==> config.mk <==
export PLATFORM = sky130hd
export DESIGN_NAME = rmq_div_cell
export DESIGN_NICKNAME = d
export VERILOG_FILES = /design/src/design/rmq_div_cell.sv
export SDC_FILE = /design/constraint.sdc
export NUM_CORES = 1
export LEC_CHECK = 0
export BUFFER_PORTS_ARGS = -buffer_cell sky130_fd_sc_hd__buf_2
export CORE_AREA = 5 5 204 206
export CTS_CLUSTER_SIZE = 10
export DETAILED_ROUTE_END_ITERATION = 8
export DIE_AREA = 0 0 209 211
export GPL_ROUTABILITY_DRIVEN = 0
export PLACE_DENSITY = 0.54
export SLEW_MARGIN = 5
export SYNTH_ARGS = -nofsm -noshare
export SYNTH_HDL_FRONTEND = slang
export SYNTH_SLANG_ARGS = --single-unit
export TNS_END_PERCENT = 30
==> constraint.sdc <==
create_clock -name clk_i -period 1.2 [get_ports clk_i]
set_input_delay 0.12 -clock clk_i [delete_from_list [all_inputs] [get_ports clk_i]]
set_output_delay 0.12 -clock clk_i [all_outputs]
set_load 0.02 [all_outputs]
==> src/design/rmq_div_cell.sv <==
// One divider cell: settles one quotient bit in each of the three lanes.
module rmq_div_cell #(
  parameter int unsigned SW = 16,
  parameter int unsigned NW = 32,
  parameter int unsigned PW = 8
) (
  input  logic               clk_i,
  input  logic               rst_ni,
  input  logic               ce_i,
  input  logic               valid_i,
  input  logic [SW-1:0]      root_i,
  input  logic [2:0][NW-1:0] num_i,
  input  logic [2:0][SW:0]   rem_i,
  input  logic [2:0][NW-1:0] quo_i,
  input  logic [PW-1:0]      pay_i,
  output logic               valid_o,
  output logic [SW-1:0]      root_o,
  output logic [2:0][NW-1:0] num_o,
  output logic [2:0][SW:0]   rem_o,
  output logic [2:0][NW-1:0] quo_o,
  output logic [PW-1:0]      pay_o
);

  logic [SW+1:0]      dvs;
  logic [SW+1:0]      rem_x [3];
  logic [2:0]         take;
  logic               valid_q;
  logic [SW-1:0]      root_q;
  logic [2:0][NW-1:0] num_q;
  logic [2:0][SW:0]   rem_q;
  logic [2:0][NW-1:0] quo_q;
  logic [PW-1:0]      pay_q;

  assign dvs = (SW+2)'({root_i, 1'b0});

  always_comb begin
    for (int l = 0; l < 3; l++) begin
      rem_x[l] = {rem_i[l], num_i[l][NW-1]};
      take[l]  = (rem_x[l] >= dvs);
    end
  end

  always_ff @(posedge clk_i or negedge rst_ni) begin
    if (!rst_ni) begin
      valid_q <= 1'b0;
    end else if (ce_i) begin
      valid_q <= valid_i;
    end
  end

  always_ff @(posedge clk_i) begin
    if (ce_i) begin
      root_q <= root_i;
      pay_q  <= pay_i;
      for (int l = 0; l < 3; l++) begin
        num_q[l] <= num_i[l] << 1;
        rem_q[l] <= take[l] ? (SW+1)'(rem_x[l] - dvs) : rem_x[l][SW:0];
        quo_q[l] <= {quo_i[l][NW-2:0], take[l]};
      end
    end
  end

  assign valid_o = valid_q;
  assign root_o  = root_q;
  assign num_o   = num_q;
  assign rem_o   = rem_q;
  assign quo_o   = quo_q;
  assign pay_o   = pay_q;

endmodule

==> flow_summary.yaml <==
setup_path:
  crit_type: "input pin to flop"
  critPathMaxFanout: 4
  start_kind: "input pin"
  worstPathArrival_ns: 2.25
  critPathRequiredTime_ns: 1.46
  endpoint_kind: "flop"
sta:
  max-slew-margin-rel_pct: 53.5
  final.min_clock_period_ns: 1.99
  finalCritPeriodShare_pct: 166
  final_hold_viol_count: 0
  timing.fmax_mhz: 503
  fin_skew_ns: 0
  hold-worst-slack_ns: 0.0319
  slew_viol_final: 0
  tightestPinTransition_ns: 0.692
  setup_slack_ns: -0.788
  rsz0062_at_grt: "true"
  setup_viol: 66
logic_synthesis:
  ys_seq_elements: 265
  synthMuxAreaShare_pct: 3.03
  synthXorXnorAreaFrac_pct: 2.65
  synth.distinct_cells: 57
  ys.flop_type: "edfxtp_1"
  synthCells: 690
  synth_compound_area_share_pct: 8.27
  async_flop_share_pct: 0.377
  synth_fa_ha_area_share_pct: 6.05
  synth-simple-area-share_pct: 5.29
  synth.cell_area_sq_um: 10900
  ys_warn_count: 0
  synth_seq_area_share_pct: 72.8
  synth_top_family_by_area: "compound AO/OA/AOI/OAI gates"
  synth_edf_count: 264
  syn_area_per_cell_sq_um: 15.8
drt:
  postRouteAntennaNets: 0
  viasPerCell: 4.52
  drc: 0
  routedWlPerCell_um: 20.2
  drt_pre_antenna_iters: 5
  postRouteWirelength_um: 45500
  drt_iter0_markers: 545
  via_count: 10200
floorplan:
  io_pins: 539
  die_w_um: 209
  core_sq_um: 39500
  floorplan.die_area_sq_um: 44100
  rows: 73
  die_h_um: 211
  initial_core_util_pct: 27.7
clock_network:
  worstSkewPairLatency_ns: 0.50
  cts.sinks: 265
  tritoncts: "yes"
  clockBufferDepth: 3
  numCtsBuffers: 34
  root_buffer: "clkbuf_16"
  cts-htree-levels: 2
  path_clk_slew_ns: 0.06
place:
  dp_cells: 1918
  io_buffers: 532
  hpwl_um: 32800
  dp_slack_ns: -1.52
global_route:
  grt_pass1_wl_um: 65400
  track_usage_pct: 19.3
  grt_remaining_overflow: 0
  grt_pass1_vias: 10700
  grt_max_degree: 55
  antenna_found_initial: 10
layout:
  final_nets: 2034
  layout_commonest_cell: "buf_2"
  area_growth_syn_to_layout_pct: 89.9
  drive_gt1_share_pct: 53.0
  layout_common_cells: "458 x buf_2, 264 x edfxtp_1, 254 x dlygate4sd3_1"
  fin_cells: 2258
power:
  powerDensity_nw_per_um2: 1350
  ir_worst_vdd_mv: 1.03
  p_leak_nw: 8.96
flow_run:
  maxCapViolations: 0
outcome:
  failed_checks: "setup timing"
  outcome: "finished, violations left"
worst_hold_path:
  worstHoldPathType: "input pin to flop"
==> power by group <==
| part | total, W | switching (W) | internal [W] |
|---|---|---|---|
| combinational | 0.00702 | 0.00356 | 0.00346 |
| clock | 0.00941 | 0.00370 | 0.00572 |
| sequential | 0.0115 | 0.000302 | 0.0112 |
==> sequential cells by signal, indices dropped and copies added (netlist names) <==
| register | flops |
|---|---|
| quo_o | 96 |
| num_o | 93 |
| rem_o | 51 |
| root_o | 16 |
| pay_o | 8 |
| valid_o | 1 |
==> layer usage <==
metal / routed length [um] / vias up / GRT usage (%)
met5: 48 / - / 0
met4: 1680 / 6 / 7.31
met3: 3410 / 100 / 6.10
met2: 24300 / 432 / 35.7
met1: 16100 / 4954 / 20.6
li1: - / 4709 / -
==> synthesized netlist by cell type, types with 4 or more instances <==
library cell	number	area share, %
a21o_1	9	0.62
a21oi_1	58	2.7
buf_2	4	0.18
buf_4	4	0.28
clkbuf_1	7	0.24
edfxtp_1	264	73
ha_1	48	5.5
inv_1	33	1.1
mux2_2	24	2.5
mux2i_1	6	0.55
nand2_1	17	0.58
nand2b_1	5	0.29
nand3_1	7	0.32
nand4_1	8	0.46
nand4b_1	4	0.32
nor2_1	48	1.7
nor2b_1	9	0.52
nor3_1	7	0.32
o21a_1	7	0.48
o21ai_0	29	1.3
o21bai_1	4	0.28
o31a_1	6	0.48
o31ai_1	4	0.28
xnor2_1	20	1.6
xor2_1	13	1.0
==> metrics by stage <==
step           utilization, %  area (sq um)  TNS, ns  total power [W]
2_1_floorplan               -         11000   -46.88           0.0142
3_3_place_gp             39.8         15700   -67.45           0.0169
3_5_place_dp             39.8         15700   -67.87           0.0170
4_1_cts                  50.9         20100   -31.89           0.0277
5_1_grt                  52.6         20700   -39.65           0.0292
6_report                 52.6         20700   -32.91           0.0280
==> critical path, stage by stage <==
cell     delay [ns]
buf_8          0.10
inv_6          0.05
ha_4           0.13
fa_2           0.22
nor2b_4        0.04
o31a_1         0.25
or4_4          0.44
a21bo_4        0.25
a221o_1        0.31
a21o_1         0.16
a31o_1         0.17
==> cell type report <==
cell class,instances,area (sq um)
flip-flops and latches,265,7950
inverters,33,153
diodes,5,12.5
clock inverters,8,93.8
clock buffers,44,910
fillers,3362,18700
repair buffers,997,7440
multi-input cells,381,3510
well taps,525,657
==> cell families (layout without fill, tap and decap cells) <==
group           Yosys count  after routing
flops                   265            265
compound gates          144            146
fa+ha+maj                51             51
buf+inv                  48           1082
simple gates            118            118
other cells               1              8
xor+xnor                 33             33
mux                      30             30
==> what timing repair did <==
| action | 4_1_cts | 5_1_grt |
|---|---|---|
| gates resized for setup | 201 | 137 |
| hold buffers | 251 | 3 |
| setup buffers | 13 | 15 |
| hold endpoints to repair | 250 | 3 |
| pin swaps | 41 | 39 |
| gates cloned | 3 | 2 |
| setup endpoints to repair | 174 | 253 |
==> worst paths after layout <==
check                           slack [ns]  startpoint  cells past startpoint   endpoint
worst max-delay path                 -0.79   rem_i[34]                     11  rem_o[47]
worst min-delay path                  0.03   rem_i[50]                      3  rem_o[50]
worst max register to register        0.46     valid_o                      1    valid_o
worst min register to register        0.51     valid_o                      1    valid_o
max in group asynchronous             0.60      rst_ni                      3    valid_o
min in group asynchronous             0.49      rst_ni                      3    valid_o
Power figures use the tool's default switching activity.
