--- src/design/rmq_sqrt_cell.sv ---
// One square-root cell: settles one root bit from two radicand bits.
module rmq_sqrt_cell #(
  parameter int unsigned SW = 16,
  parameter int unsigned NP = 32,
  parameter int unsigned PW = 8
) (
  input  logic          clk_i,
  input  logic          rst_ni,
  input  logic          ce_i,
  input  logic          valid_i,
  input  logic [NP-1:0] rad_i,
  input  logic [SW:0]   rem_i,
  input  logic [SW-1:0] root_i,
  input  logic [PW-1:0] pay_i,
  output logic          valid_o,
  output logic [NP-1:0] rad_o,
  output logic [SW:0]   rem_o,
  output logic [SW-1:0] root_o,
  output logic [PW-1:0] pay_o
);

  logic [SW+2:0] rem_x;
  logic [SW+2:0] trial;
  logic          take;
  logic          valid_q;
  logic [NP-1:0] rad_q;
  logic [SW:0]   rem_q;
  logic [SW-1:0] root_q;
  logic [PW-1:0] pay_q;

  assign rem_x = {rem_i, rad_i[NP-1 -: 2]};
  assign trial = (SW+3)'({root_i, 2'b01});
  assign take  = (rem_x >= trial);

  always_ff @(posedge clk_i or negedge rst_ni) begin
    if (!rst_ni) begin
      valid_q <= 1'b0;
    end else if (ce_i) begin
      valid_q <= valid_i;
    end
  end

  always_ff @(posedge clk_i) begin
    if (ce_i) begin
      rad_q  <= rad_i << 2;
      rem_q  <= take ? (SW+1)'(rem_x - trial) : rem_x[SW:0];
      root_q <= {root_i[SW-2:0], take};
      pay_q  <= pay_i;
    end
  end

  assign valid_o = valid_q;
  assign rad_o   = rad_q;
  assign rem_o   = rem_q;
  assign root_o  = root_q;
  assign pay_o   = pay_q;

endmodule

--- config.mk ---
export PLATFORM = sky130hd
export DESIGN_NAME = rmq_sqrt_cell
export DESIGN_NICKNAME = d
export VERILOG_FILES = /design/src/design/rmq_sqrt_cell.sv
export SDC_FILE = /design/constraint.sdc
export NUM_CORES = 1
export LEC_CHECK = 0
export BUFFER_PORTS_ARGS = -buffer_cell sky130_fd_sc_hd__buf_2
export CAP_MARGIN = 20
export CORE_ASPECT_RATIO = 0.5
export CORE_MARGIN = 1.5
export CORE_UTILIZATION = 45
export DETAILED_ROUTE_END_ITERATION = 8
export GPL_TIMING_DRIVEN = 0
export PLACE_DENSITY = 0.81
export SYNTH_ARGS = -nofsm -noshare
export SYNTH_HDL_FRONTEND = slang
export SYNTH_SLANG_ARGS = --single-unit
--- constraint.sdc ---
create_clock -name clk_i -period 1.8 [get_ports clk_i]
set_input_delay 0.36 -clock clk_i [delete_from_list [all_inputs] [get_ports clk_i]]
set_output_delay 0.36 -clock clk_i [all_outputs]
set_load 0.01 [all_outputs]
==> impl_summary.log <==
INFO  metric run_status = finished with violations
INFO  metric failed_checks = negative setup slack
INFO  metric finClkSkew = 0 ns
INFO  metric first_global_vias = 2590
INFO  metric routed_wl = 8.652 mm
INFO  metric setup_total_negative_slack = -6.091 ns
INFO  metric placementRows = 21
INFO  metric placement.setup.worst_slack = -0.9813 ns
INFO  metric post_synth.cell_area_avg = 14.81 sq um
INFO  metric relSlewSlack = 56.64%
INFO  metric chipWidth = 124.4 um
INFO  metric core_area = 6910 sq um
INFO  metric avgRoutedWirePerCell = 17.30 um
INFO  metric synth_top_cell_area_share = 64.28%
INFO  metric finalWeightedCongestion = 0.8532
INFO  metric grt-busiest-layer = met2
INFO  metric finalCriticalPeriod = 2.187 ns
INFO  metric p_per_area = 1003 nW/um^2
INFO  metric dominantRegCellSynth = edfxtp_1
INFO  metric r2r_slack = 1.07 ns
INFO  metric initialDrtViolationCount = 185
INFO  metric cp.arrival = 2.26 ns
INFO  metric postLayoutSetupSlackWorst = -0.3866 ns
INFO  metric post_synth_instance_area = 3317 sq um
INFO  metric grt.overflow.total = 0
INFO  metric globalRouteMet1Util = 23.83%
INFO  metric timing.critical_path.required = 1.88 ns
INFO  metric area_growth = 52.24%
INFO  metric detailedPlacementHpwl = 5.694 mm
INFO  metric async_set_or_reset_register_ratio_after_synthesis = 1.389%
INFO  metric min_path_type = input pin to register
INFO  metric setup_viol_count_final = 18
INFO  metric fp.dieArea = 7926 sq um
INFO  metric utilization_of_the_core_after_routing = 73.08%
INFO  metric crit_start = rem_i[11]
INFO  metric final-hold-violation-count = 0
INFO  metric worstSetupStartpointType = input pin
INFO  metric rr_endpoint = valid_o
INFO  metric netlist_instances = 224
INFO  metric clk_root_buffer_cell = clkbuf_16
INFO  metric pin_count_of_the_biggest_net_entering_global_routing = 49
INFO  metric final_min_period_over_clock_period = 121.5%
INFO  metric synth_common_cells = edfxtp_1 (71), inv_1 (21), ha_1 (18), a21oi_1 (14)
INFO  metric design.portCount = 151
INFO  metric detail-route-antenna-nets = 0
INFO  metric antenna_found_initial = 0
INFO  metric yosysSeqAreaShare = 65.03%
INFO  metric maxClockFrequency = 0.4573 GHz
INFO  metric initial_utilization = 48.00%
INFO  metric num-nets-final = 498
INFO  metric ys_seq_elements = 72
INFO  metric yosys.cell_types.count = 42
INFO  metric synthMostInstantiatedCell = edfxtp_1
INFO  metric via_count = 2559
INFO  metric synth_largest_area_cell = edfxtp_1
INFO  metric clk_latency = 0.33 ns
INFO  metric grtUsageMet3 = 6.797%
INFO  metric rsz0062_at_grt = true
INFO  metric timing.reg2reg.worst_path_depth = 1
INFO  metric final_power = 0.005065 W
INFO  metric synth_edf_count = 71
INFO  metric hold-worst-slack = 0.1989 ns
INFO  metric yosys-top-cells-area = edfxtp_1 (64%), ha_1 (6.8%), mux2_2 (3.4%), mux2_4 (2.7%), inv_1 (2.4%)
INFO  metric endpoint = rem_o[9]
INFO  metric cellLeakagePower = 2.193 nW
INFO  metric drc_violations = 0
INFO  metric grt_pass1_wl = 12.94 mm
INFO  metric criticalPathCategory = input pin to register
INFO  metric critical_path.reg2reg.startpoint = valid_o
INFO  metric fillers = 434
INFO  metric maxCapViolCount = 0
INFO  metric first_pass_iters = 4
INFO  metric clock_path_buffers = 2
INFO  metric portBuffers = 148
INFO  metric worst_ir_drop_vdd = 0.6008 mV
INFO  metric cts-buffers-inserted = 9
INFO  metric htree_num_levels = 3
INFO  metric antenna_diode_instance_count = 0
INFO  metric crit_fanout = 8
INFO  metric cts_tree = done
INFO  metric tightest_slew = 0.6505 ns
INFO  metric cts.sinks = 72
INFO  metric floorplan.die.height = 63.71 um
INFO  metric avgViaCountPerCell = 5.118
INFO  metric worstHoldPathCells = 1
INFO  metric drive_gt1_share = 59.80%
INFO  metric worst_setup_hold_path_clk_slew = 0.06 ns
INFO  metric grt_usage = 21.53%
INFO  metric ys_warn_count = 0
INFO  metric cp-end-kind = register
INFO  metric final-max-slew-violation-count = 0
INFO  metric grt_util_met2 = 39.63%
## logic make-up after synthesis
kind of cell / share of synthesized area (%)
AOI/OAI and AO/OA: 9.543
xor gates and xnor gates: 3.697
adders and majority gates: 6.790
buffers and inverters: 3.433
DFF: 65.03
muxes: 6.715
other: 0.1131
and+or+nand+nor: 4.678
## metal layers
metal | up-vias | wire length, um
li1 | 1206 | -
met1 | 1211 | 3419
met2 | 123 | 4500
met3 | 19 | 561
met4 | 0 | 170
met5 | - | 0
## registers in the layout (all words and copies together) (netlist names)
register and flops:
valid_o 1, rad_o 30, pay_o 8, rem_o 17, root_o 16
## final cells by class
| cell class | instances | area, sq um | area share, % |
|---|---|---|---|
| Timing Repair Buffer | 167 | 962.2 | 19.05 |
| Clock inverter | 6 | 92.59 | 1.833 |
| Sequential cell | 72 | 2157 | 42.72 |
| Tap cell | 92 | 115.1 | 2.279 |
| Inverter | 21 | 96.34 | 1.908 |
| Clock buffer | 10 | 229.0 | 4.534 |
| Multi-Input combinational cell | 129 | 1363 | 26.98 |
| Buffer | 3 | 35.03 | 0.6938 |
## worst min-delay path by stage
stage              start         to
5_1_grt        rad_i[26]  rad_o[28]
3_3_place_gp      rst_ni    valid_o
3_5_place_dp      rst_ni    valid_o
2_1_floorplan     rst_ni    valid_o
4_1_cts        rad_i[26]  rad_o[28]
6_report        rad_i[3]   rad_o[5]
## where the power goes
| group | internal [W] | switching [W] |
|---|---|---|
| sequential | 0.00204 | 0.0000403 |
| combinational | 0.000544 | 0.000530 |
| clock | 0.00122 | 0.000691 |
## cells in the final DEF (no fill, tap or decap), types with 3 or more instances in the layout
| cell type | netlist | routed |
|---|---|---|
| o21ai_0 | 7 | 4 |
| inv_1 | 21 | 14 |
| mux2_4 | 6 | 14 |
| buf_6 | 0 | 5 |
| ha_4 | 0 | 13 |
| buf_12 | 1 | 4 |
| buf_4 | 2 | 16 |
| edfxtp_1 | 71 | 71 |
| a21o_1 | 4 | 4 |
| buf_2 | 0 | 143 |
| ha_1 | 18 | 3 |
| clkbuf_16 | 0 | 9 |
| xor2_1 | 6 | 6 |
| inv_2 | 0 | 4 |
| a21oi_1 | 14 | 9 |
| a21oi_2 | 1 | 4 |
| xnor2_1 | 8 | 8 |
| nand2_1 | 6 | 5 |
| nor2_1 | 10 | 8 |
## worst max-delay path, stage by stage
cell	delay [ns]
buf_8	0.10
ha_4	0.27
a21oi_4	0.17
a21oi_2	0.08
a311o_1	0.34
a21o_1	0.22
a21boi_4	0.24
buf_12	0.17
mux2_4	0.31
## metrics by stage
stage | cells | instance area [sq um]
floorplan | 225 | 3493
global placement | 465 | 4349
detailed placement | 466 | 4369
CTS | 495 | 4915
global route | 500 | 5050
finish | 500 | 5050
## repair_timing
action / 4_1_cts / 5_1_grt
resized for setup: 28 / 23
pin swaps: 11 / 13
endpoints found under the hold margin: 1 / 0
hold buffers: 1 / 0
buffers inserted: 12 / 6
setup endpoints to repair: 18 / 18
Power figures use the tool's default switching activity.
